[config.mk]
export PLATFORM = sky130hd
export DESIGN_NAME = ipb_front
export DESIGN_NICKNAME = d
export VERILOG_FILES = /design/src/rtl/ipb_pkg.sv /design/src/rtl/ipb_front.sv
export SDC_FILE = /design/constraint.sdc
export NUM_CORES = 1
export LEC_CHECK = 0
export BUFFER_PORTS_ARGS = -buffer_cell sky130_fd_sc_hd__buf_2
export CAP_MARGIN = 5
export CORE_MARGIN = 8
export CORE_UTILIZATION = 55
export CTS_CLUSTER_SIZE = 40
export DETAILED_ROUTE_END_ITERATION = 7
export PLACE_DENSITY = 0.8
export SETUP_SLACK_MARGIN = 0.15
export SLEW_MARGIN = 20
export SYNTH_ARGS = -nofsm -noshare
export SYNTH_HDL_FRONTEND = slang
export SYNTH_SLANG_ARGS = --single-unit
[constraint.sdc]
create_clock -name aclk -period 10.07 [get_ports aclk]
set_input_delay 1.007 -clock aclk [delete_from_list [all_inputs] [get_ports aclk]]
set_output_delay 1.007 -clock aclk [all_outputs]
set_load 0.005 [all_outputs]
[src/rtl/ipb_pkg.sv]
`timescale 1ns / 1ps
// ----------------------------------------------------------------------------
// ipb_pkg
// Shared types, register codes and defaults for the interframe pixel blend.
// ----------------------------------------------------------------------------
package ipb_pkg;

    localparam int MAX_WIDTH_DEF  = 256;
    localparam int MAX_HEIGHT_DEF = 240;
    localparam int PIXEL_BITS_DEF = 32;

    localparam int PIX_PORT_W = 32;
    localparam int CFG_IDX_W  = 2;
    localparam int CFG_DATA_W = 32;
    localparam int FW_W       = 9;
    localparam int FH_W       = 8;
    localparam int NUM_STORES = 3;

    typedef enum logic [CFG_IDX_W-1:0] {
        REG_BLEND_MODE   = 2'd0,
        REG_FRAME_WIDTH  = 2'd1,
        REG_FRAME_HEIGHT = 2'd2,
        REG_LOW_MASK     = 2'd3
    } cfg_reg_t;

    typedef enum logic {
        MODE_SMART = 1'b0,
        MODE_BLUR  = 1'b1
    } blend_mode_t;

    typedef logic [1:0] store_idx_t;

    localparam store_idx_t STORE_A = 2'd0;
    localparam store_idx_t STORE_B = 2'd1;
    localparam store_idx_t STORE_C = 2'd2;

    localparam blend_mode_t     BLEND_MODE_RST   = MODE_SMART;
    localparam logic [FW_W-1:0] FRAME_WIDTH_RST  = 9'd240;
    localparam logic [FH_W-1:0] FRAME_HEIGHT_RST = 8'd160;
    localparam logic [31:0]     LOW_MASK_RST     = 32'h0001_0101;

    typedef struct packed {
        logic        valid;
        blend_mode_t mode;
        store_idx_t  newest;
    } stage_ctl_t;

    // (i + k) mod 3 for i, k in 0..2
    function automatic store_idx_t store_step(store_idx_t i, store_idx_t k);
        logic [2:0] sum;
        sum = {1'b0, i} + {1'b0, k};
        if (sum >= 3'd3) begin
            sum = sum - 3'd3;
        end
        return sum[1:0];
    endfunction

endpackage

[src/rtl/ipb_front.sv]
`timescale 1ns / 1ps
// ----------------------------------------------------------------------------
// ipb_front
// Config registers, pixel position and store rotation, store clear sweep,
// and the first pipeline stage that drives the frame store ports.
// ----------------------------------------------------------------------------
module ipb_front #(
    parameter int MAX_WIDTH  = 256,
    parameter int MAX_HEIGHT = 240,
    parameter int PIXEL_BITS = 32
) (
    input  logic                                      aclk,
    input  logic                                      aresetn,
    input  logic                                      s_valid,
    output logic                                      s_ready,
    input  logic [ipb_pkg::PIX_PORT_W-1:0]            s_pixel_in,
    input  logic                                      cfg_valid,
    output logic                                      cfg_ready,
    input  logic [ipb_pkg::CFG_IDX_W-1:0]             cfg_index,
    input  logic [ipb_pkg::CFG_DATA_W-1:0]            cfg_data,
    input  logic                                      en,
    output ipb_pkg::stage_ctl_t                       s1_ctl,
    output logic [PIXEL_BITS-1:0]                     s1_color,
    output logic [PIXEL_BITS-1:0]                     low_mask,
    output logic [$clog2(MAX_WIDTH*MAX_HEIGHT)-1:0]   mem_rd_addr,
    output logic [ipb_pkg::NUM_STORES-1:0]            mem_wr_en,
    output logic [$clog2(MAX_WIDTH*MAX_HEIGHT)-1:0]   mem_wr_addr,
    output logic [PIXEL_BITS-1:0]                     mem_wr_data
);

    import ipb_pkg::*;

    localparam int DEPTH = MAX_WIDTH * MAX_HEIGHT;
    localparam int POS_W = $clog2(DEPTH);
    localparam int W_W   = $clog2(MAX_WIDTH + 1);
    localparam int H_W   = $clog2(MAX_HEIGHT + 1);
    localparam int SZ_W  = W_W + H_W;

    blend_mode_t     mode_reg;
    logic [FW_W-1:0] width_reg;
    logic [FH_W-1:0] height_reg;
    logic [31:0]     mask_reg;

    logic [POS_W-1:0] pos_reg, pos_next;
    store_idx_t       rot_reg, rot_next;
    logic             clearing_reg;
    logic [POS_W-1:0] clr_cnt_reg;

    stage_ctl_t       s1_ctl_reg;
    logic [PIXEL_BITS-1:0] s1_color_reg;
    logic [POS_W-1:0] s1_addr_reg;
    store_idx_t       s1_target_reg;

    logic [W_W-1:0]   width_clamp;
    logic [H_W-1:0]   height_clamp;
    logic [SZ_W-1:0]  frame_size;
    logic [POS_W:0]   pos_inc;
    logic             frame_end;
    logic             accept;
    store_idx_t       target;

    // config
    always_ff @(posedge aclk) begin
        if (!aresetn) begin
            mode_reg   <= BLEND_MODE_RST;
            width_reg  <= FRAME_WIDTH_RST;
            height_reg <= FRAME_HEIGHT_RST;
            mask_reg   <= LOW_MASK_RST;
        end else if (cfg_valid) begin
            case (cfg_reg_t'(cfg_index))
                REG_BLEND_MODE:   mode_reg   <= blend_mode_t'(cfg_data[0]);
                REG_FRAME_WIDTH:  width_reg  <= cfg_data[FW_W-1:0];
                REG_FRAME_HEIGHT: height_reg <= cfg_data[FH_W-1:0];
                REG_LOW_MASK:     mask_reg   <= cfg_data;
                default: begin
                end
            endcase
        end
    end

    assign cfg_ready = 1'b1;
    assign low_mask  = mask_reg[PIXEL_BITS-1:0];

    // frame size and position
    always_comb begin
        if (width_reg == '0) begin
            width_clamp = W_W'(1);
        end else if (32'(width_reg) > 32'(MAX_WIDTH)) begin
            width_clamp = W_W'(MAX_WIDTH);
        end else begin
            width_clamp = W_W'(width_reg);
        end
        if (height_reg == '0) begin
            height_clamp = H_W'(1);
        end else if (32'(height_reg) > 32'(MAX_HEIGHT)) begin
            height_clamp = H_W'(MAX_HEIGHT);
        end else begin
            height_clamp = H_W'(height_reg);
        end
        frame_size = SZ_W'(width_clamp) * SZ_W'(height_clamp);
        pos_inc    = {1'b0, pos_reg} + 1'b1;
        frame_end  = 32'(pos_inc) >= 32'(frame_size);
        accept     = s_valid & s_ready;
        target     = (mode_reg == MODE_SMART) ? store_step(rot_reg, STORE_C) : rot_reg;

        pos_next = pos_reg;
        rot_next = rot_reg;
        if (accept) begin
            if (frame_end) begin
                pos_next = '0;
                if (mode_reg == MODE_SMART) begin
                    rot_next = store_step(rot_reg, STORE_C);
                end
            end else begin
                pos_next = pos_inc[POS_W-1:0];
            end
        end
    end

    always_ff @(posedge aclk) begin
        if (!aresetn) begin
            pos_reg      <= '0;
            rot_reg      <= STORE_A;
            clearing_reg <= 1'b1;
            clr_cnt_reg  <= '0;
        end else begin
            pos_reg <= pos_next;
            rot_reg <= rot_next;
            if (clearing_reg) begin
                clr_cnt_reg <= clr_cnt_reg + 1'b1;
                if (32'(clr_cnt_reg) == 32'(DEPTH - 1)) begin
                    clearing_reg <= 1'b0;
                end
            end
        end
    end

    assign s_ready = en & ~clearing_reg;

    // stage 1
    always_ff @(posedge aclk) begin
        if (!aresetn) begin
            s1_ctl_reg <= '0;
        end else if (en) begin
            s1_ctl_reg.valid <= accept;
            if (accept) begin
                s1_ctl_reg.mode   <= mode_reg;
                s1_ctl_reg.newest <= rot_reg;
            end
        end
    end

    always_ff @(posedge aclk) begin
        if (en && accept) begin
            s1_color_reg  <= s_pixel_in[PIXEL_BITS-1:0];
            s1_addr_reg   <= pos_reg;
            s1_target_reg <= target;
        end
    end

    assign s1_ctl   = s1_ctl_reg;
    assign s1_color = s1_color_reg;

    // store ports
    always_comb begin
        for (int k = 0; k < NUM_STORES; k++) begin
            mem_wr_en[k] = clearing_reg |
                           (en & s1_ctl_reg.valid & (s1_target_reg == store_idx_t'(k)));
        end
    end

    assign mem_rd_addr = s1_addr_reg;
    assign mem_wr_addr = clearing_reg ? clr_cnt_reg : s1_addr_reg;
    assign mem_wr_data = clearing_reg ? '0 : s1_color_reg;

endmodule

; ---- After elaboration in Yosys (flattened, before gate mapping)
; Cells that the tools add are included.
[word_totals]
elab_cells = 61
ramBits = 0
out_inout_bits = 137
mem_bits_ro = 0
mem_count = 0
latchBits = 0
regBits = 139
[op_classes]
eq_ne = 6
n_addsub = 4
n_lt_le_gt_ge = 4
muxes = 11
n_mul = 1
reduce_logical = 11
n_div = 0
shift = 0
bitwise = 10
[op_table]
columns = op, count
row1 = 2-to-1 mux 16 bit, 2
row2 = 2-to-1 mux 32 bit, 1
row3 = 2-to-1 mux 9 bit, 2
row4 = adder 16 x 1 -> 17 bit (second input constant), 1
row5 = >= comparator 17 bit, 1
row6 = multiplier 9 x 8 -> 17 bit, 1
row7 = adder 16 x 1 -> 16 bit (second input constant), 1
row8 = == test 16 bit (second input constant), 1
row9 = 2-to-1 mux 8 bit, 2
row10 = AND reduction 2 bit, 6
row11 = greater-than comparator 9 bit (second input constant), 1
row12 = logical NOT 9 bit, 1
row13 = greater-than comparator 8 bit (second input constant), 1
row14 = logical NOT 8 bit, 1
row15 = AND 1 bit, 6
row16 = == test 2 bit (second input constant), 3
row17 = == test 2 x 1 -> 1 bit (second input constant), 2
row18 = logical NOT 2 bit, 2
row19 = 2-to-1 mux 2 bit, 2
row20 = adder 2 x 2 -> 3 bit (second input constant), 1
row21 = >= comparator 3 x 2 -> 1 bit (second input constant), 1
row22 = OR 1 bit, 3
row23 = 2-to-1 mux 1 bit, 2
row24 = subtractor 2 bit (second input constant), 1
row25 = other kinds (2), 2

; ---- Logic depth before layout (Yosys ltp)
[logic_depth]
word_depth = 6
ltp_mapped = 27
ltp_nobuf = 26

; ---- Least setup slack after synthesis
; Ideal clock, no wire load.
[synth_timing]
path_kind = register to register
from = register width_reg[8]
to = register pos_reg[0]
n_path_buf = 1
stages_incl_launch_ff = 24
required_time_ns = 9.948
arrival_ns = 5.853
setup_time_ns = 0.122
setup_slack_ns = 4.094
path_cell_list = dfxtp_1 -> clkbuf_1 -> nor2b_1 -> and2_1 -> fa_1 -> fa_1 -> fa_1 -> inv_1 -> fa_1 -> inv_1 -> ha_1 -> o21a_1 -> o21ai_0 -> a21oi_1 -> a31o_2 -> a21oi_1 -> xor2_1 -> ha_1 -> a21oi_1 -> o21ai_0 -> a211oi_1 -> a211oi_1 -> nand2b_1 -> nor2_1
[synth_between]
elab_chain_cells = 6
[synth_rtl]
columns = item, line
row1 = "start, declared", ipb_front.sv:40  ; logic [FW_W-1:0] width_reg;
row2 = "start signal, assigned", ipb_front.sv:72  ; REG_FRAME_WIDTH: width_reg <= cfg_data[FW_W-1:0];
row3 = greater-than comparator 9 bit, ipb_front.sv:88  ; end else if (32'(width_reg) > 32'(MAX_WIDTH)) begin
row4 = 2-to-1 mux 9 bit, ipb_front.sv:88
row5 = 2-to-1 mux 9 bit (*), ipb_front.sv:86  ; if (width_reg == '0) begin
row6 = multiplier 9 x 8 -> 17 bit (*), ipb_front.sv:100  ; frame_size = SZ_W'(width_clamp) * SZ_W'(height_clamp);
row7 = >= comparator 17 bit (*), ipb_front.sv:102  ; frame_end = 32'(pos_inc) >= 32'(frame_size);
row8 = 2-to-1 mux 16 bit (*), ipb_front.sv:109  ; if (frame_end) begin
row9 = "end signal, assigned", ipb_front.sv:127  ; pos_reg <= pos_next;
row10 = "end, declared", ipb_front.sv:44  ; logic [POS_W-1:0] pos_reg, pos_next;
; Mark *: on every way between the ends. The rest lies on a longest branch, timed or not.
; A chain may end at the register's enable or synchronous reset.

; ---- Worst setup path in the final report
[layout_timing]
from = register height_reg[6]
to = register pos_reg[15]
[layout_between]
elab_chain_cells = 6
[layout_rtl]
columns = item, line
row1 = "start, declared", ipb_front.sv:41  ; logic [FH_W-1:0] height_reg;
row2 = "start signal, assigned", ipb_front.sv:73  ; REG_FRAME_HEIGHT: height_reg <= cfg_data[FH_W-1:0];
row3 = greater-than comparator 8 bit, ipb_front.sv:95  ; end else if (32'(height_reg) > 32'(MAX_HEIGHT)) begin
row4 = 2-to-1 mux 8 bit, ipb_front.sv:95
row5 = 2-to-1 mux 8 bit (*), ipb_front.sv:93  ; if (height_reg == '0) begin
row6 = multiplier 9 x 8 -> 17 bit (*), ipb_front.sv:100
row7 = >= comparator 17 bit (*), ipb_front.sv:102
row8 = 2-to-1 mux 16 bit (*), ipb_front.sv:109
; Marks and branches as above.

==> summary.txt <==
Post-synth ARST share: 0%
Total negative slack: 0 ns
RSZ-0062 raised after global routing: no
Antenna Cells: 0
Post-Syn Area: 8507 µm²
Vias: 6,783
Hold Path Origin: low_mask[14]
Starting Density: 56.17%
Net count after synthesis: 1,086
Leak pwr: 4.814 nW
Die Ht: 140.4 µm
Least-Margin Pin Slew: 0.7862 ns
MaxCap Viol Count: 0
DR WL/cell: 15.25 µm
# rows: 45
TritonRoute pass-1 iters: 4
Worst reg-to-reg path cell count: 23
Most frequent cells in the layout: 206 x buf_2, 165 x nand2_1, 88 x dfxtp_1
Fin crit period: 6.934 ns
Synth warn: 0
Final HPWL DP: 15,540 µm
Final net count: 1,278
CP max stage delay: 0.62 ns
Layout area overhead: 20.05%
Max VDD drop: 133.4 µV
H-tree depth: 4
I/O pins: 208
CP endpoint kind: flop
GPL Wtd Cong: 0.9212
Worst R2R End: pos_reg[15]
Flops & latches, synth: 139
Layout Skew: 0.01211 ns
Clk_lat worst skew: 0.42 ns
Hold crit path type: flop to flop
Hold EP: low_mask[14]
Area of the core: 15,150 µm²
Total GRT Usage: 20.26%
EDFF count, synth: 50
Routed WL: 19,960 µm
Crit Path Class: flop to flop
Crit-path slowest cell: a211oi_1
RR Startpoint: height_reg[6]
Critical path arrival: 7.24 ns
Pin count of the biggest net entering global routing: 80
Die Area: 19,700 µm²
Reg2reg setup slack: 3.14 ns
TritonCTS Buffers: 17
CTS tree: yes
Rel. slew slack: 46.90%
Residual DRC: 0
Main synth FF type: dfxtp_1
Mapped Cells: 916
Post-CTS Setup Inserts: 0
Mean area per synthesized cell: 9.287 µm²
Worst setup SP type: flop
Number of sinks on the clock net: 139
Die W: 140.4 µm
Initial drt markers: 331
Initial antenna violation count: 0
Post-CTS Resized: 0
Cell chain of the critical path: nand4_1 -> nand2_1 -> nor2_1 -> fa_1 -> fa_1 -> fa_1 -> inv_1 -> fa_1 -> inv_1 -> ha_1 -> o21a_1 -> o21ai_0 -> a21oi_1 -> a31o_2 -> a21oi_1 -> xor2_1 -> ha_1 -> a21oi_1 -> o21ai_0 -> a211oi_1 -> a211oi_1 -> nand2b_1 -> nor2_1
Worst hold stages: 2
CTS root buf: clkbuf_16
Sequential area share after synthesis: 38.59%
Finish-stage setup viols: 0
FMAX: 144.2 MHz
Netlist cell types: 49
Status: finished clean
Clock Path Buffers: 2
GRT overflow: 0
Fin. max-slew vios: 0
Cell Pwr Density: 136.1 nW/µm²
Critical Path Fanout Max: 13
Vias/cell: 5.182
First-pass GRT wire length: 32,910 µm
Final Core Density: 67.43%
Final ANT Viol Nets: 0
Leading cell type in the layout, fill and taps excluded: buf_2
Clock slew at reported path FFs: 0.06 ns
Most used cell, CP: fa_1
Via count of the first global-routing pass: 6,949
Number of port buffers: 206
CP required: 10.37 ns
Layout cell share with drive strength beyond 1: 24.09%
Final Cycle Share: 68.86%
Final Hold Fails: 0
Post-CTS Hold Fix Bufs: 0
## stage by stage
stage               cells  hold WS, ns  cell area (µm²)  power (mW)  worst slack [ns]
detailed placement   1277       0.4572             9654      0.8165             3.209
global route         1309       0.4848            10210       1.457             2.593
floorplan             916       0.4029             8507      0.7576             4.094
finish               1309       0.4623            10210       1.390             3.136
global placement     1277       0.4443             9653      0.8076             3.435
CTS                  1309       0.4648            10210       1.401             3.203
## power breakdown
| group | total [mW] | internal, mW | switching [mW] |
|---|---|---|---|
| sequential | 0.596 | 0.588 | 0.00807 |
| combinational | 0.208 | 0.0911 | 0.117 |
| clock | 0.586 | 0.350 | 0.235 |
| total | 1.39 | 1.03 | 0.360 |
## worst max-delay path, delay by kind of cell (launching register included)
family	cells	cell delay, ns
and+or+nand+nor	5	1.15
xor gates and xnor gates	1	0.09
buffers and inverters	2	0.09
DFF	1	0.54
adders and majority gates	6	2.67
AOI/OAI and AO/OA	9	2.26
## worst max-delay path by stage
stage	from	end	slack, ns	depth (start not counted)
floorplan	width_reg[8]	pos_reg[0]	4.09	23
global placement	height_reg[6]	pos_reg[5]	3.44	23
detailed placement	height_reg[6]	pos_reg[7]	3.21	23
CTS	height_reg[6]	pos_reg[7]	3.20	23
global route	height_reg[6]	pos_reg[7]	2.59	23
finish	height_reg[6]	pos_reg[15]	3.14	23
## area by class of cell
cell class / instances / area [µm²]
multi-input combinational: 663 / 4788
inverter: 78 / 292.8
tap: 188 / 235.2
clock buffer: 20 / 456.7
fill: 1216 / 4933
timing repair buffer: 209 / 1054
sequential: 139 / 3287
clock inverter: 12 / 98.84
## logic make-up after synthesis
| logic type | Yosys count | share of synthesized area (%) |
|---|---|---|
| other | 1 | 0.04408 |
| buffers and inverters | 114 | 5.133 |
| XOR/XNOR | 44 | 4.530 |
| multiplexers | 20 | 2.618 |
| AND/OR/NAND/NOR | 388 | 21.91 |
| adder cells (fa/ha/maj) | 99 | 18.27 |
| AO/OA/AOI/OAI | 111 | 8.899 |
| flip-flops | 139 | 38.59 |
## per-layer routing
| metal | vias to the layer above | GRT usage (%) | share of wire, % |
|---|---|---|---|
| met5 | - | 0 | 0 |
| met4 | 0 | 6.114 | 1.7 |
| met3 | 32 | 5.912 | 7.1 |
| met2 | 197 | 36.49 | 50 |
| met1 | 3165 | 22.61 | 41 |
| li1 | 3389 | - | - |
## Yosys cell counts, types with 18 or more instances
cell type,instances,area share (%)
nand2_1,165,7.3
dfxtp_1,89,21
inv_1,78,3.4
nor2_1,59,2.6
ha_1,57,8.4
edfxtp_1,50,18
nor2b_1,48,3.5
a21boi_0,44,3.9
fa_1,42,9.9
and2_1,38,2.8
nand3_1,32,1.9
clkbuf_1,30,1.3
xnor2_1,29,3.0
o21ai_0,22,1.3
mux2_2,18,2.4
Note: power is estimated with default switching activity, not from simulation.
