===== config.mk =====
export PLATFORM = sky130hd
export DESIGN_NAME = ipb_out
export DESIGN_NICKNAME = d
export VERILOG_FILES = /design/src/rtl/ipb_pkg.sv /design/src/rtl/ipb_out.sv
export SDC_FILE = /design/constraint.sdc
export NUM_CORES = 1
export LEC_CHECK = 0
export ABC_AREA = 0
export BUFFER_PORTS_ARGS = -buffer_cell sky130_fd_sc_hd__buf_2
export CORE_ASPECT_RATIO = 0.9
export CORE_MARGIN = 5
export CORE_UTILIZATION = 55
export DETAILED_ROUTE_END_ITERATION = 16
export PLACE_DENSITY_LB_ADDON = 0.08
export RECOVER_POWER = 100
export SLEW_MARGIN = 15
export SYNTH_ARGS = -nofsm -noshare
export SYNTH_HDL_FRONTEND = slang
export SYNTH_SLANG_ARGS = --single-unit

===== constraint.sdc =====
create_clock -name aclk -period 8.9 [get_ports aclk]
set_input_delay 0.445 -clock aclk [delete_from_list [all_inputs] [get_ports aclk]]
set_output_delay 0.445 -clock aclk [all_outputs]
set_load 0.05 [all_outputs]

===== src/rtl/ipb_pkg.sv =====
`timescale 1ns / 1ps
// ----------------------------------------------------------------------------
// ipb_pkg
// Shared types, register codes and defaults for the interframe pixel blend.
// ----------------------------------------------------------------------------
package ipb_pkg;

    localparam int MAX_WIDTH_DEF  = 256;
    localparam int MAX_HEIGHT_DEF = 240;
    localparam int PIXEL_BITS_DEF = 32;

    localparam int PIX_PORT_W = 32;
    localparam int CFG_IDX_W  = 2;
    localparam int CFG_DATA_W = 32;
    localparam int FW_W       = 9;
    localparam int FH_W       = 8;
    localparam int NUM_STORES = 3;

    typedef enum logic [CFG_IDX_W-1:0] {
        REG_BLEND_MODE   = 2'd0,
        REG_FRAME_WIDTH  = 2'd1,
        REG_FRAME_HEIGHT = 2'd2,
        REG_LOW_MASK     = 2'd3
    } cfg_reg_t;

    typedef enum logic {
        MODE_SMART = 1'b0,
        MODE_BLUR  = 1'b1
    } blend_mode_t;

    typedef logic [1:0] store_idx_t;

    localparam store_idx_t STORE_A = 2'd0;
    localparam store_idx_t STORE_B = 2'd1;
    localparam store_idx_t STORE_C = 2'd2;

    localparam blend_mode_t     BLEND_MODE_RST   = MODE_SMART;
    localparam logic [FW_W-1:0] FRAME_WIDTH_RST  = 9'd240;
    localparam logic [FH_W-1:0] FRAME_HEIGHT_RST = 8'd160;
    localparam logic [31:0]     LOW_MASK_RST     = 32'h0001_0101;

    typedef struct packed {
        logic        valid;
        blend_mode_t mode;
        store_idx_t  newest;
    } stage_ctl_t;

    // (i + k) mod 3 for i, k in 0..2
    function automatic store_idx_t store_step(store_idx_t i, store_idx_t k);
        logic [2:0] sum;
        sum = {1'b0, i} + {1'b0, k};
        if (sum >= 3'd3) begin
            sum = sum - 3'd3;
        end
        return sum[1:0];
    endfunction

endpackage


===== src/rtl/ipb_out.sv =====
`timescale 1ns / 1ps
// ----------------------------------------------------------------------------
// ipb_out
// Output register with a skid word; holds the pipeline while the skid is full.
// ----------------------------------------------------------------------------
module ipb_out (
    input  logic                           aclk,
    input  logic                           aresetn,
    input  logic                           d_valid,
    input  logic [ipb_pkg::PIX_PORT_W-1:0] d_pixel,
    output logic                           en,
    output logic                           m_valid,
    input  logic                           m_ready,
    output logic [ipb_pkg::PIX_PORT_W-1:0] m_pixel_out
);

    import ipb_pkg::*;

    logic                  out_valid_reg, out_valid_next;
    logic [PIX_PORT_W-1:0] out_data_reg, out_data_next;
    logic                  skid_valid_reg, skid_valid_next;
    logic [PIX_PORT_W-1:0] skid_data_reg, skid_data_next;
    logic                  take;

    assign en = ~skid_valid_reg;

    always_comb begin
        out_valid_next  = out_valid_reg;
        out_data_next   = out_data_reg;
        skid_valid_next = skid_valid_reg;
        skid_data_next  = skid_data_reg;
        take            = en & d_valid;
        if (!out_valid_reg || m_ready) begin
            if (skid_valid_reg) begin
                out_valid_next  = 1'b1;
                out_data_next   = skid_data_reg;
                skid_valid_next = 1'b0;
            end else begin
                out_valid_next = take;
                out_data_next  = d_pixel;
            end
        end else if (take) begin
            skid_valid_next = 1'b1;
            skid_data_next  = d_pixel;
        end
    end

    always_ff @(posedge aclk) begin
        if (!aresetn) begin
            out_valid_reg  <= 1'b0;
            skid_valid_reg <= 1'b0;
        end else begin
            out_valid_reg  <= out_valid_next;
            skid_valid_reg <= skid_valid_next;
        end
    end

    always_ff @(posedge aclk) begin
        out_data_reg  <= out_data_next;
        skid_data_reg <= skid_data_next;
    end

    assign m_valid     = out_valid_reg;
    assign m_pixel_out = out_data_reg;

endmodule


# ---- Word-level counts from Yosys, hierarchy flattened
# Cells that the tools add are included.
dict set report word_totals {
  regBits 66
  input_bits 36
  output_inout_bits 34
}
dict set report classes {
  mux 2
  bitwise_logic 4
  n_reduce_logical 4
}
# cell count
set ops {}
lappend ops {{$mux W32} 1}
lappend ops {{$not A1 Y1} 3}
lappend ops {{$reduce_and A2 Y1} 1}
lappend ops {{$reduce_or A2 Y1} 1}
lappend ops {{$and A1 B1 Y1} 1}
lappend ops {{$logic_not A1 Y1} 1}
lappend ops {{$logic_or A1 B1 Y1} 1}
lappend ops {{$mux W1} 1}

# ---- Longest topological paths before layout
# Gate-level depths: netlist of the first run.
dict set report logic_depth {
  ltp_word 4
  depth_mapped 4
}

# ---- Worst setup path after synthesis of the first run
# OpenSTA, ideal clock, no wires.
dict set report synth_timing {
  kind {reg2reg}
  from {reg out_valid_reg (netlist: m_valid)}
  to {reg skid_data_reg[0], enable pin}
  arrival_ns 3.993
  setup_slack_ns 4.439
  stages_incl_launch_ff 3
  path_buffers 0
  cell_sequence {dfxtp_1 > nand2b_1 > nor3b_1}
}
dict set report synth_between {
  elab_chain_len 4
}
# element line
set synth_lines {}
lappend synth_lines {{start: declaration} ipb_out.sv:19} ;# logic out_valid_reg, out_valid_next;
lappend synth_lines {{start signal: assignment} ipb_out.sv:53} ;# out_valid_reg <= out_valid_next;
lappend synth_lines {{$logic_not A1 Y1} ipb_out.sv:33} ;# if (!out_valid_reg || m_ready) begin
lappend synth_lines {{$logic_or A1 B1 Y1} ipb_out.sv:33}
lappend synth_lines {{$not A1 Y1 (no source line)} n/a}
lappend synth_lines {{$reduce_and A2 Y1 (no source line)} n/a}
lappend synth_lines {{end signal: assignment} ipb_out.sv:60} ;# skid_data_reg <= skid_data_next;
lappend synth_lines {{end: declaration} ipb_out.sv:22} ;# logic [PIX_PORT_W-1:0] skid_data_reg, skid_data_next;
# Every way passes these cells.
# A chain may end at the register's enable or synchronous reset.

# ---- Worst setup path in the final report of the first run
dict set report layout_timing {
  from {reg out_valid_reg (netlist: m_valid)}
  to {reg skid_data_reg[14], enable pin}
}
# Same word-level chain as after synthesis.

==> run_summary.xml, run 1 <==
<?xml version="1.0" encoding="UTF-8"?>
<metrics>
  <group name="run_status">
    <metric name="outcome" unit="">complete, but fails checks</metric>
    <metric name="failed_checks" unit="">max-capacitance violations, max-slew violations</metric>
  </group>
  <group name="global_routing">
    <metric name="grt_busiest_layer" unit="">met2</metric>
    <metric name="first_pass_grt_wire_length" unit="mm">6.23</metric>
    <metric name="grt_antenna_before_repair" unit="">0</metric>
    <metric name="grtUsageMet1" unit="">0.184</metric>
    <metric name="gr-total-overflow" unit="">0</metric>
    <metric name="gr-usage-met2" unit="">0.223</metric>
    <metric name="track_usage" unit="">0.146</metric>
    <metric name="grt_max_degree" unit="">36</metric>
    <metric name="grt_pass1_vias" unit="">1266</metric>
    <metric name="grt_use_met3" unit="">0.0448</metric>
  </group>
  <group name="place">
    <metric name="dp.final_hpwl" unit="mm">2.81</metric>
    <metric name="port_buffers" unit="">69</metric>
    <metric name="gp_congestion" unit="">0.654</metric>
  </group>
  <group name="critical_path">
    <metric name="path_class" unit="">flop to flop</metric>
    <metric name="timing.critical_path.cells" unit="">nand2b_1, nor3b_1, clkbuf_1</metric>
    <metric name="critPathRequiredTime" unit="ps">8840</metric>
    <metric name="crit_arrival" unit="ps">4150</metric>
    <metric name="crit_end_category" unit="">flop</metric>
    <metric name="startpoint_type" unit="">flop</metric>
    <metric name="critical_path_peak_fanout" unit="">35</metric>
    <metric name="cell_with_the_largest_stage_delay_on_the_worst_path" unit="">sky130_fd_sc_hd__nor3b_1</metric>
    <metric name="worst-r2r-setup-slack" unit="ps">4690</metric>
    <metric name="ff2ff_path_depth" unit="">3</metric>
    <metric name="rr_endpoint" unit="">skid_data_reg[14]</metric>
    <metric name="critPathMaxStageDelay" unit="ps">1850</metric>
    <metric name="origin_of_the_critical_flop_to_flop_path" unit="">m_valid</metric>
  </group>
  <group name="floorplan">
    <metric name="floorplan.die.width" unit="microns">81.6</metric>
    <metric name="start_util" unit="">0.569</metric>
    <metric name="dieHeight" unit="microns">74.5</metric>
    <metric name="fp.coreArea" unit="sq mm">0.00446</metric>
    <metric name="floorplan.die_area" unit="sq mm">0.00608</metric>
    <metric name="num_io_pins" unit="">70</metric>
    <metric name="placement_rows" unit="">23</metric>
  </group>
  <group name="sta">
    <metric name="timing_worst_slew_pin_value" unit="ps">1990</metric>
    <metric name="hold_viol" unit="">0</metric>
    <metric name="maxClockFrequency" unit="MHz">238</metric>
    <metric name="setup_tns" unit="ps">0</metric>
    <metric name="fin_crit_sh" unit="">0.473</metric>
    <metric name="final-setup-viol-count" unit="">0</metric>
    <metric name="layout_min_cycle_time" unit="ps">4210</metric>
    <metric name="slew_headroom" unit="">-0.327</metric>
    <metric name="grt_setup_unrepaired" unit="">no</metric>
    <metric name="final_max_slew_viol_count" unit="">87</metric>
    <metric name="timing.clock.skew" unit="ps">4.90</metric>
  </group>
  <group name="drt">
    <metric name="routed-via-count" unit="">1205</metric>
    <metric name="dr_iter_0_viols" unit="">107</metric>
    <metric name="route.antenna.remaining_nets" unit="">0</metric>
    <metric name="detail_route.drc_violations" unit="">0</metric>
    <metric name="drt-vias-per-instance" unit="">4.78</metric>
    <metric name="wl" unit="mm">4.12</metric>
    <metric name="first_pass_iters" unit="">4</metric>
    <metric name="routed_wire_length_per_instance" unit="microns">16.3</metric>
  </group>
  <group name="finish">
    <metric name="fin_nets" unit="">221</metric>
    <metric name="syn_to_final_growth" unit="%">13.2</metric>
    <metric name="final_layout_size_suffix_gt1_frac" unit="">0.163</metric>
    <metric name="n_antenna_cell" unit="">0</metric>
  </group>
  <group name="hold_path">
    <metric name="min_to" unit="">skid_data_reg[22]</metric>
    <metric name="timing.hold.worst_path_depth" unit="">1</metric>
    <metric name="timing.hold.worst.class" unit="">input pin to flop</metric>
    <metric name="worst_hold_startpoint" unit="">d_pixel[22]</metric>
  </group>
  <group name="power_and_ir_drop">
    <metric name="power" unit="uW">632</metric>
    <metric name="ir_worst_vdd" unit="V">0.000134</metric>
    <metric name="power_leakage" unit="nW">0.974</metric>
    <metric name="power.density" unit="mW/mm^2">220</metric>
  </group>
  <group name="yosys">
    <metric name="yosys-top-cells-area" unit="">sky130_fd_sc_hd__edfxtp_1 76%, sky130_fd_sc_hd__mux2_4 16%, sky130_fd_sc_hd__buf_12 2.4%, sky130_fd_sc_hd__mux2_2 2.2%, sky130_fd_sc_hd__dfxtp_1 1.6%</metric>
    <metric name="synth.ff_latch_count" unit="">66</metric>
    <metric name="synth_area_leader_cell" unit="">sky130_fd_sc_hd__edfxtp_1</metric>
    <metric name="synth_cell_type_count" unit="">12</metric>
    <metric name="post_synthesis_net_count" unit="">144</metric>
    <metric name="synth-seq-area-share" unit="">0.773</metric>
    <metric name="yosysWarningCount" unit="">0</metric>
    <metric name="post_synth_inst_count" unit="">108</metric>
    <metric name="avgSynthCellArea" unit="sq um">23.5</metric>
    <metric name="synth_top_area_share" unit="">0.757</metric>
    <metric name="post_synth_instance_area" unit="sq mm">0.00254</metric>
  </group>
  <group name="clocking">
    <metric name="path_clk_slew" unit="ps">70</metric>
    <metric name="tritoncts" unit="">done</metric>
    <metric name="cts_made_buffers" unit="">9</metric>
    <metric name="clock-sinks" unit="">66</metric>
    <metric name="post_cts.resized_instances" unit="">0</metric>
    <metric name="cts-htree-levels" unit="">3</metric>
    <metric name="post-cts-setup-buffer-count" unit="">0</metric>
    <metric name="post_cts_hold_buffer_count" unit="">0</metric>
    <metric name="clock_latency" unit="ps">320</metric>
    <metric name="clock_tree.root_cell" unit="">sky130_fd_sc_hd__clkbuf_8</metric>
    <metric name="cts-root-to-sink-buffers" unit="">2</metric>
  </group>
  <group name="run">
    <metric name="max-cap-violations" unit="">3</metric>
  </group>
</metrics>
==> per-layer routing <==
metal,wire [microns],part of all wire
met2,1920,0.47
met3,323,0.078
met1,1790,0.44
met5,0,0
met4,85,0.021
==> cell type report <==
cell class | count | area, sq um
sequential | 66 | 1960
fill | 375 | 1590
multi-input combinational | 37 | 399
timing repair buffer | 70 | 280
clock buffer | 10 | 128
tap | 62 | 77.6
clock inverter | 6 | 23.8
inverter | 1 | 3.75
==> how the worst max path moves through the flow <==
stage,start,to,cells after the start
2_1_floorplan,m_valid,skid_data_reg[0],2
3_3_place_gp,m_ready,skid_data_reg[0],4
3_5_place_dp,m_ready,skid_data_reg[15],4
4_1_cts,m_valid,skid_data_reg[17],3
5_1_grt,m_valid,skid_data_reg[19],3
6_report,m_valid,skid_data_reg[14],3
==> through the flow <==
step	utilization	instance area [sq um]	worst slack (ps)	cells	hold slack [ps]
finish	0.644	2870	4690	252	310
global route	0.644	2870	4330	252	291
CTS	0.686	3060	6210	252	298
detailed placement	0.652	2910	5880	236	536
global placement	0.652	2910	6040	236	530
floorplan	-	2540	4440	108	523
==> cells by family (layout without fill, tap and decap cells) <==
group           after synthesis  count (layout)  share of synthesized area
flops                        66              66                      0.773
mux                          32              32                      0.182
buf+inv                       5              87                     0.0296
simple gates                  4               4                     0.0128
compound gates                1               1                    0.00296
==> cell usage after synthesis <==
cell	n
sky130_fd_sc_hd__edfxtp_1	64
sky130_fd_sc_hd__mux2_4	27
sky130_fd_sc_hd__mux2_2	5
sky130_fd_sc_hd__buf_12	3
sky130_fd_sc_hd__dfxtp_1	2
sky130_fd_sc_hd__a21boi_0	1
sky130_fd_sc_hd__buf_6	1
sky130_fd_sc_hd__inv_1	1
sky130_fd_sc_hd__nand2b_1	1
sky130_fd_sc_hd__nor2_2	1
sky130_fd_sc_hd__nor3b_1	1
sky130_fd_sc_hd__nor3b_2	1
==> report_power, final <==
group	internal (mW)	switching, mW
Sequential	0.359	0.00508
Clock	0.0959	0.101
Combinational	0.0148	0.0569
Total	0.469	0.163
==> critical path, delay by kind of cell, from the launching register on <==
family                 cells  cell delay (ps)
AND/OR/NAND/NOR            2             2650
buffers and inverters      1              840
flip-flops                 1              330
==> placed cells by master (no fill, tap or decap) <==
master / n
sky130_fd_sc_hd__mux2_4: 1
sky130_fd_sc_hd__mux2_2: 5
sky130_fd_sc_hd__edfxtp_1: 64
sky130_fd_sc_hd__clkinv_2: 1
sky130_fd_sc_hd__buf_1: 1
sky130_fd_sc_hd__clkbuf_1: 56
sky130_fd_sc_hd__mux2_1: 26
sky130_fd_sc_hd__dfxtp_1: 2
sky130_fd_sc_hd__nand2b_1: 1
sky130_fd_sc_hd__clkinv_1: 5
sky130_fd_sc_hd__buf_2: 14
sky130_fd_sc_hd__nor3b_1: 2
sky130_fd_sc_hd__clkbuf_8: 9
sky130_fd_sc_hd__inv_1: 1
sky130_fd_sc_hd__nor2_2: 1
sky130_fd_sc_hd__a21boi_0: 1
(Power assumes the default switching activity.)
==> run 2: changes to the inputs <==
CORE_UTILIZATION = 51   (was 55)
clock period = 4.4 ns   (was 8.9 ns; I/O delays follow)
==> run_summary.xml, run 2 (synthesis results as in run 1) <==
<?xml version="1.0" encoding="UTF-8"?>
<metrics>
  <group name="run_status">
    <metric name="outcome" unit="">complete, but fails checks</metric>
    <metric name="failed_checks" unit="">max-capacitance violations, max-slew violations</metric>
  </group>
  <group name="finish">
    <metric name="final_layout_size_suffix_gt1_frac" unit="">0.180</metric>
    <metric name="mostFrequentLayoutCells" unit="">64 x sky130_fd_sc_hd__edfxtp_1, 55 x sky130_fd_sc_hd__clkbuf_1, 26 x sky130_fd_sc_hd__mux2_1</metric>
    <metric name="syn_to_final_growth" unit="%">13.8</metric>
    <metric name="layout.filler_cells" unit="">416</metric>
    <metric name="regArea" unit="sq mm">0.00196</metric>
    <metric name="fin_util" unit="">0.598</metric>
    <metric name="n_antenna_cell" unit="">0</metric>
    <metric name="mostFrequentLayoutCell" unit="">sky130_fd_sc_hd__edfxtp_1</metric>
    <metric name="multiInputGateArea" unit="sq um">410</metric>
    <metric name="fin_nets" unit="">221</metric>
  </group>
  <group name="critical_path">
    <metric name="timing.critical_path.cells" unit="">nand2b_1, nor3b_4, buf_4</metric>
    <metric name="critPathMaxStageDelay" unit="ps">920</metric>
    <metric name="origin_of_the_critical_flop_to_flop_path" unit="">m_valid</metric>
    <metric name="path_class" unit="">flop to flop</metric>
    <metric name="worst-r2r-setup-slack" unit="ps">1550</metric>
    <metric name="cell_with_the_largest_stage_delay_on_the_worst_path" unit="">sky130_fd_sc_hd__nor3b_4</metric>
    <metric name="setup_crit_start" unit="">m_valid</metric>
    <metric name="startpoint_type" unit="">flop</metric>
    <metric name="crit_end_category" unit="">flop</metric>
    <metric name="critical_path_depth" unit="">3</metric>
    <metric name="critical_path.top_delay_family" unit="">simple AND/OR/NAND/NOR gates</metric>
    <metric name="critPathRequiredTime" unit="ps">4410</metric>
    <metric name="crit_arrival" unit="ps">2860</metric>
    <metric name="rr_endpoint" unit="">skid_data_reg[15]</metric>
    <metric name="crit_path_end" unit="">skid_data_reg[15]</metric>
    <metric name="ff2ff_path_depth" unit="">3</metric>
    <metric name="critical_path_peak_fanout" unit="">35</metric>
    <metric name="crit_buf_inv" unit="">1</metric>
  </group>
  <group name="drt">
    <metric name="met2_wirelength" unit="mm">2.02</metric>
    <metric name="route.antenna.remaining_nets" unit="">0</metric>
    <metric name="met3RoutedLength" unit="microns">289</metric>
    <metric name="dr_iter_0_viols" unit="">42</metric>
    <metric name="detail_route.wirelength.met1" unit="mm">1.87</metric>
    <metric name="drt-vias-per-instance" unit="">4.87</metric>
    <metric name="top_layer" unit="">met4</metric>
    <metric name="first_pass_iters" unit="">4</metric>
    <metric name="routed-via-count" unit="">1238</metric>
    <metric name="detail_route.drc_violations" unit="">0</metric>
    <metric name="wl" unit="mm">4.28</metric>
    <metric name="routed_wire_length_per_instance" unit="microns">16.9</metric>
  </group>
  <group name="floorplan">
    <metric name="num_io_pins" unit="">70</metric>
    <metric name="dieHeight" unit="microns">76.9</metric>
    <metric name="floorplan.die_area" unit="sq mm">0.00649</metric>
    <metric name="fp.coreArea" unit="sq mm">0.00483</metric>
    <metric name="start_util" unit="">0.525</metric>
    <metric name="placement_rows" unit="">24</metric>
    <metric name="floorplan.die.width" unit="microns">84.4</metric>
  </group>
  <group name="place">
    <metric name="gp_congestion" unit="">0.731</metric>
    <metric name="dp.final_hpwl" unit="mm">2.85</metric>
    <metric name="port_buffers" unit="">69</metric>
  </group>
  <group name="clocking">
    <metric name="post-cts-setup-buffer-count" unit="">0</metric>
    <metric name="clock_latency" unit="ps">330</metric>
    <metric name="cts-htree-levels" unit="">3</metric>
    <metric name="cts_made_buffers" unit="">9</metric>
    <metric name="clock-sinks" unit="">66</metric>
    <metric name="path_clk_slew" unit="ps">70</metric>
    <metric name="tritoncts" unit="">done</metric>
    <metric name="post_cts.resized_instances" unit="">0</metric>
    <metric name="cts-root-to-sink-buffers" unit="">2</metric>
    <metric name="post_cts_hold_buffer_count" unit="">0</metric>
    <metric name="clock_tree.root_cell" unit="">sky130_fd_sc_hd__clkbuf_8</metric>
  </group>
  <group name="run">
    <metric name="max-cap-violations" unit="">2</metric>
  </group>
  <group name="power_and_ir_drop">
    <metric name="power.density" unit="mW/mm^2">443</metric>
    <metric name="net-switching-power" unit="uW">333</metric>
    <metric name="clock_power_share" unit="">0.311</metric>
    <metric name="seq_power_share" unit="">0.575</metric>
    <metric name="power_leakage" unit="nW">0.981</metric>
    <metric name="intPower" unit="uW">947</metric>
    <metric name="switching_share" unit="">0.260</metric>
    <metric name="power_frac_comb" unit="">0.114</metric>
    <metric name="ir_worst_vdd" unit="V">0.000225</metric>
  </group>
  <group name="sta">
    <metric name="slew_headroom" unit="">-0.154</metric>
    <metric name="timing.clock.skew" unit="ps">8.91</metric>
    <metric name="hold_viol" unit="">0</metric>
    <metric name="fin_crit_sh" unit="">0.647</metric>
    <metric name="timing_worst_slew_pin_value" unit="ps">1730</metric>
    <metric name="setup_tns" unit="ps">0</metric>
    <metric name="grt_setup_unrepaired" unit="">no</metric>
    <metric name="layout_min_cycle_time" unit="ps">2850</metric>
    <metric name="final_max_slew_viol_count" unit="">72</metric>
    <metric name="maxClockFrequency" unit="MHz">351</metric>
    <metric name="final-setup-viol-count" unit="">0</metric>
  </group>
  <group name="hold_path">
    <metric name="timing.hold.worst.class" unit="">input pin to flop</metric>
    <metric name="timing.hold.worst_path_depth" unit="">1</metric>
  </group>
  <group name="global_routing">
    <metric name="grt_antenna_before_repair" unit="">0</metric>
    <metric name="grt_pass1_vias" unit="">1392</metric>
    <metric name="grt_max_degree" unit="">36</metric>
    <metric name="track_usage" unit="">0.140</metric>
    <metric name="first_pass_grt_wire_length" unit="mm">6.84</metric>
    <metric name="gr-total-overflow" unit="">0</metric>
  </group>
</metrics>
## run 2: per-stage QoR
step / setup WS (ps) / hold WS [ps] / instance area, sq um / total power [mW] / instances
6_report: 1550 / 73.9 / 2890 / 1.28 / 254
3_3_place_gp: 1960 / 411 / 2920 / 0.916 / 239
2_1_floorplan: 1050 / 319 / 2540 / 0.872 / 108
4_1_cts: 1940 / 60.0 / 3070 / 1.32 / 254
3_5_place_dp: 1880 / 414 / 2920 / 0.920 / 239
5_1_grt: 1220 / 52.1 / 2890 / 1.33 / 254
## run 2: per-layer routing
layer,up-vias,track usage
met3,9,0.0482
met4,0,0.0854
met5,-,0
met2,48,0.211
li1,580,-
met1,601,0.175
## run 2: how the worst min path moves through the flow
stage | start | to | slack [ps]
2_1_floorplan | d_pixel[0] | skid_data_reg[0] | 320
3_3_place_gp | d_pixel[29] | skid_data_reg[29] | 410
3_5_place_dp | d_pixel[1] | skid_data_reg[1] | 410
4_1_cts | d_pixel[4] | skid_data_reg[4] | 60
5_1_grt | d_pixel[6] | skid_data_reg[6] | 50
6_report | d_pixel[4] | skid_data_reg[4] | 70
## run 2: power by group through the flow
stage               logic (mW)  registers (mW)  clock network, mW
floorplan               0.0402           0.832                  0
global placement         0.167           0.749                  0
detailed placement       0.170           0.750                  0
CTS                      0.170           0.737              0.413
global route             0.155           0.739              0.440
finish                   0.146           0.736              0.398
## run 2: area by class of cell
class,count,area share
Tap cell,65,0.0281
Timing Repair Buffer,70,0.0983
Sequential cell,66,0.679
Inverter,1,0.00130
Multi-Input combinational cell,37,0.142
Clock inverter,6,0.00866
Clock buffer,9,0.0429
## run 2: worst register-to-register path: stages, from the launching register on
cell	delay, ps
sky130_fd_sc_hd__dfxtp_1	340
sky130_fd_sc_hd__nand2b_1	880
sky130_fd_sc_hd__nor3b_4	920
sky130_fd_sc_hd__buf_4	390
==> run 3: changes to the inputs <==
ABC_AREA = 1   (was 0)
CORE_UTILIZATION = 46   (was 51)
clock period = 2.61 ns   (was 4.4 ns; I/O delays follow)
==> run_summary.xml, run 3 <==
<?xml version="1.0" encoding="UTF-8"?>
<metrics>
  <group name="run_status">
    <metric name="outcome" unit="">completed</metric>
  </group>
  <group name="hold_path">
    <metric name="timing.hold.worst.class" unit="">input pin to flop</metric>
  </group>
  <group name="global_routing">
    <metric name="grt_busiest_layer" unit="">met2</metric>
    <metric name="grt_antenna_before_repair" unit="">0</metric>
    <metric name="grt_max_degree" unit="">35</metric>
    <metric name="grt_use_met3" unit="">0.0506</metric>
    <metric name="track_usage" unit="">0.141</metric>
    <metric name="first_pass_grt_wire_length" unit="mm">7.27</metric>
    <metric name="grtUsageMet1" unit="">0.185</metric>
    <metric name="grt_pass1_vias" unit="">1489</metric>
    <metric name="gr-usage-met2" unit="">0.209</metric>
    <metric name="gr-total-overflow" unit="">0</metric>
  </group>
  <group name="sta">
    <metric name="fin_hold_ws" unit="ps">63.2</metric>
    <metric name="layout_min_cycle_time" unit="ps">1970</metric>
    <metric name="slew_headroom" unit="">0.0555</metric>
    <metric name="final-setup-viol-count" unit="">0</metric>
    <metric name="fin_crit_sh" unit="">0.754</metric>
    <metric name="timing.clock.skew" unit="ps">4.28</metric>
    <metric name="final_max_slew_viol_count" unit="">0</metric>
    <metric name="setup_tns" unit="ps">0</metric>
    <metric name="hold_viol" unit="">0</metric>
    <metric name="grt_setup_unrepaired" unit="">no</metric>
    <metric name="maxClockFrequency" unit="MHz">508</metric>
    <metric name="timing_worst_slew_pin_value" unit="ps">1420</metric>
  </group>
  <group name="drt">
    <metric name="detail_route.drc_violations" unit="">0</metric>
    <metric name="wl" unit="mm">4.63</metric>
    <metric name="routed_wire_length_per_instance" unit="microns">13.0</metric>
    <metric name="drt-vias-per-instance" unit="">4.44</metric>
    <metric name="route.antenna.remaining_nets" unit="">0</metric>
    <metric name="first_pass_iters" unit="">4</metric>
    <metric name="routed-via-count" unit="">1585</metric>
    <metric name="dr_iter_0_viols" unit="">95</metric>
  </group>
  <group name="floorplan">
    <metric name="placement_rows" unit="">25</metric>
    <metric name="fp.coreArea" unit="sq mm">0.00529</metric>
    <metric name="floorplan.die.width" unit="microns">87.8</metric>
    <metric name="floorplan.die_area" unit="sq mm">0.00703</metric>
    <metric name="num_io_pins" unit="">70</metric>
    <metric name="dieHeight" unit="microns">80.0</metric>
    <metric name="start_util" unit="">0.474</metric>
  </group>
  <group name="finish">
    <metric name="n_antenna_cell" unit="">0</metric>
    <metric name="mostFrequentLayoutCell" unit="">sky130_fd_sc_hd__nand2_1</metric>
    <metric name="fin_area" unit="sq mm">0.00324</metric>
    <metric name="mostFrequentLayoutCells" unit="">80 x sky130_fd_sc_hd__nand2_1, 68 x sky130_fd_sc_hd__clkbuf_1, 64 x sky130_fd_sc_hd__edfxtp_1</metric>
    <metric name="syn_to_final_growth" unit="%">29.1</metric>
    <metric name="fin_util" unit="">0.612</metric>
    <metric name="fin_nets" unit="">321</metric>
    <metric name="final_layout_size_suffix_gt1_frac" unit="">0.138</metric>
  </group>
  <group name="yosys">
    <metric name="yosys-top-cells-area" unit="">sky130_fd_sc_hd__edfxtp_1 77%, sky130_fd_sc_hd__nand2_1 12%, sky130_fd_sc_hd__nand2_2 4.7%, sky130_fd_sc_hd__buf_12 1.6%, sky130_fd_sc_hd__dfxtp_1 1.6%</metric>
    <metric name="synth_cell_type_count" unit="">12</metric>
    <metric name="post_synthesis_net_count" unit="">215</metric>
    <metric name="yosys-top-cells-count" unit="">80 x sky130_fd_sc_hd__nand2_1, 64 x sky130_fd_sc_hd__edfxtp_1, 19 x sky130_fd_sc_hd__nand2_2, 3 x sky130_fd_sc_hd__buf_6, 3 x sky130_fd_sc_hd__nor2_1</metric>
    <metric name="yosysWarningCount" unit="">0</metric>
    <metric name="synth.ff_latch_count" unit="">66</metric>
    <metric name="post_synth_instance_area" unit="sq mm">0.00251</metric>
    <metric name="synth_top_area_share" unit="">0.767</metric>
    <metric name="avgSynthCellArea" unit="sq um">14.0</metric>
    <metric name="synth_area_leader_cell" unit="">sky130_fd_sc_hd__edfxtp_1</metric>
    <metric name="synth-seq-area-share" unit="">0.783</metric>
    <metric name="synthMostInstantiatedCell" unit="">sky130_fd_sc_hd__nand2_1</metric>
    <metric name="synth-edff-count" unit="">64</metric>
    <metric name="post_synth_inst_count" unit="">179</metric>
    <metric name="ys_dominant_reg_cell" unit="">sky130_fd_sc_hd__edfxtp_1</metric>
    <metric name="synth_async_sr_flop_share" unit="">0</metric>
  </group>
  <group name="clocking">
    <metric name="cts_made_buffers" unit="">9</metric>
    <metric name="cts-htree-levels" unit="">3</metric>
    <metric name="tritoncts" unit="">done</metric>
    <metric name="post_cts.resized_instances" unit="">0</metric>
    <metric name="clock-sinks" unit="">66</metric>
    <metric name="path_clk_slew" unit="ps">70</metric>
    <metric name="cts-root-to-sink-buffers" unit="">2</metric>
    <metric name="clock_tree.root_cell" unit="">sky130_fd_sc_hd__clkbuf_8</metric>
    <metric name="clock_latency" unit="ps">320</metric>
  </group>
  <group name="place">
    <metric name="gp_congestion" unit="">0.721</metric>
    <metric name="port_buffers" unit="">69</metric>
    <metric name="postPlaceCellArea" unit="sq mm">0.00289</metric>
    <metric name="dp.final_hpwl" unit="mm">2.88</metric>
  </group>
  <group name="critical_path">
    <metric name="path_class" unit="">flop to flop</metric>
    <metric name="critPathRequiredTime" unit="ps">2640</metric>
    <metric name="crit_arrival" unit="ps">1990</metric>
    <metric name="startpoint_type" unit="">flop</metric>
    <metric name="critical_path_peak_fanout" unit="">34</metric>
    <metric name="crit_end_category" unit="">flop</metric>
  </group>
  <group name="power_and_ir_drop">
    <metric name="power.density" unit="mW/mm^2">694</metric>
    <metric name="ir_worst_vdd" unit="V">0.000393</metric>
    <metric name="power_leakage" unit="nW">1.25</metric>
  </group>
  <group name="run">
    <metric name="max-cap-violations" unit="">0</metric>
  </group>
</metrics>
[run 3: changes by cell type after synthesis, moves of 2 or more]
cell / before / now
sky130_fd_sc_hd__nand2_1: 0 / 80
sky130_fd_sc_hd__mux2_4: 27 / 0
sky130_fd_sc_hd__nand2_2: 0 / 19
sky130_fd_sc_hd__mux2_2: 5 / 0
sky130_fd_sc_hd__nor2_1: 0 / 3
sky130_fd_sc_hd__buf_4: 0 / 2
sky130_fd_sc_hd__buf_6: 1 / 3
[run 3: power breakdown]
| group | switching, mW | internal [mW] | total (mW) | leakage [nW] |
|---|---|---|---|---|
| clock network | 0.346 | 0.338 | 0.683 | 0.0816 |
| logic | 0.240 | 0.0772 | 0.317 | 0.526 |
| registers | 0.0153 | 1.23 | 1.25 | 0.640 |
| total | 0.601 | 1.64 | 2.25 | 1.25 |
[run 3: cells by family after synthesis]
kind of cell    count (synthesis)  share of synthesized area
flops                          66                      0.783
compound gates                  1                    0.00200
simple gates                  103                      0.174
buf+inv                         9                     0.0414
[run 3: repair_timing]
item | in CTS | in global routing
hold endpoints to repair | 23 | 6
setup buffers | 0 | 0
endpoints found under the setup margin | 0 | 0
hold buffers | 23 | 6
[run 3: critical path: stages, from the launching register on]
cell,delay (ps)
sky130_fd_sc_hd__dfxtp_1,360
sky130_fd_sc_hd__inv_8,230
sky130_fd_sc_hd__nand2_1,110
sky130_fd_sc_hd__nor2_2,670
sky130_fd_sc_hd__buf_4,310
[run 3: worst paths after layout]
check,startpoint,cells past startpoint,end,slack [ps]
min,aresetn,3,m_valid,60
max reg2reg,skid_valid_reg,4,skid_data_reg[24],640
max,skid_valid_reg,4,skid_data_reg[24],640
min reg2reg,m_valid,2,skid_valid_reg,510
[run 3: area by class of cell]
cell class / instances / area, sq um
inverter: 2 / 15.0
clock inverter: 4 / 18.8
sequential: 66 / 1960
timing repair buffer: 102 / 578
multi-input combinational: 104 / 443
tap: 67 / 83.8
fill: 475 / 2050
clock buffer: 12 / 135
[run 3: per-stage QoR]
stage               instances  worst slack, ps  total power [mW]
floorplan                 179             71.8              1.49
global placement          312              913              1.57
detailed placement        312              851              1.57
CTS                       351              840              2.29
global route              357              441              2.35
finish                    357              643              2.25
[run 3: routing by layer]
metal  routed length (microns)  part of all wire
met1                      2060              0.45
met2                      2180              0.47
met3                       323             0.070
met4                        68             0.015
met5                         0                 0
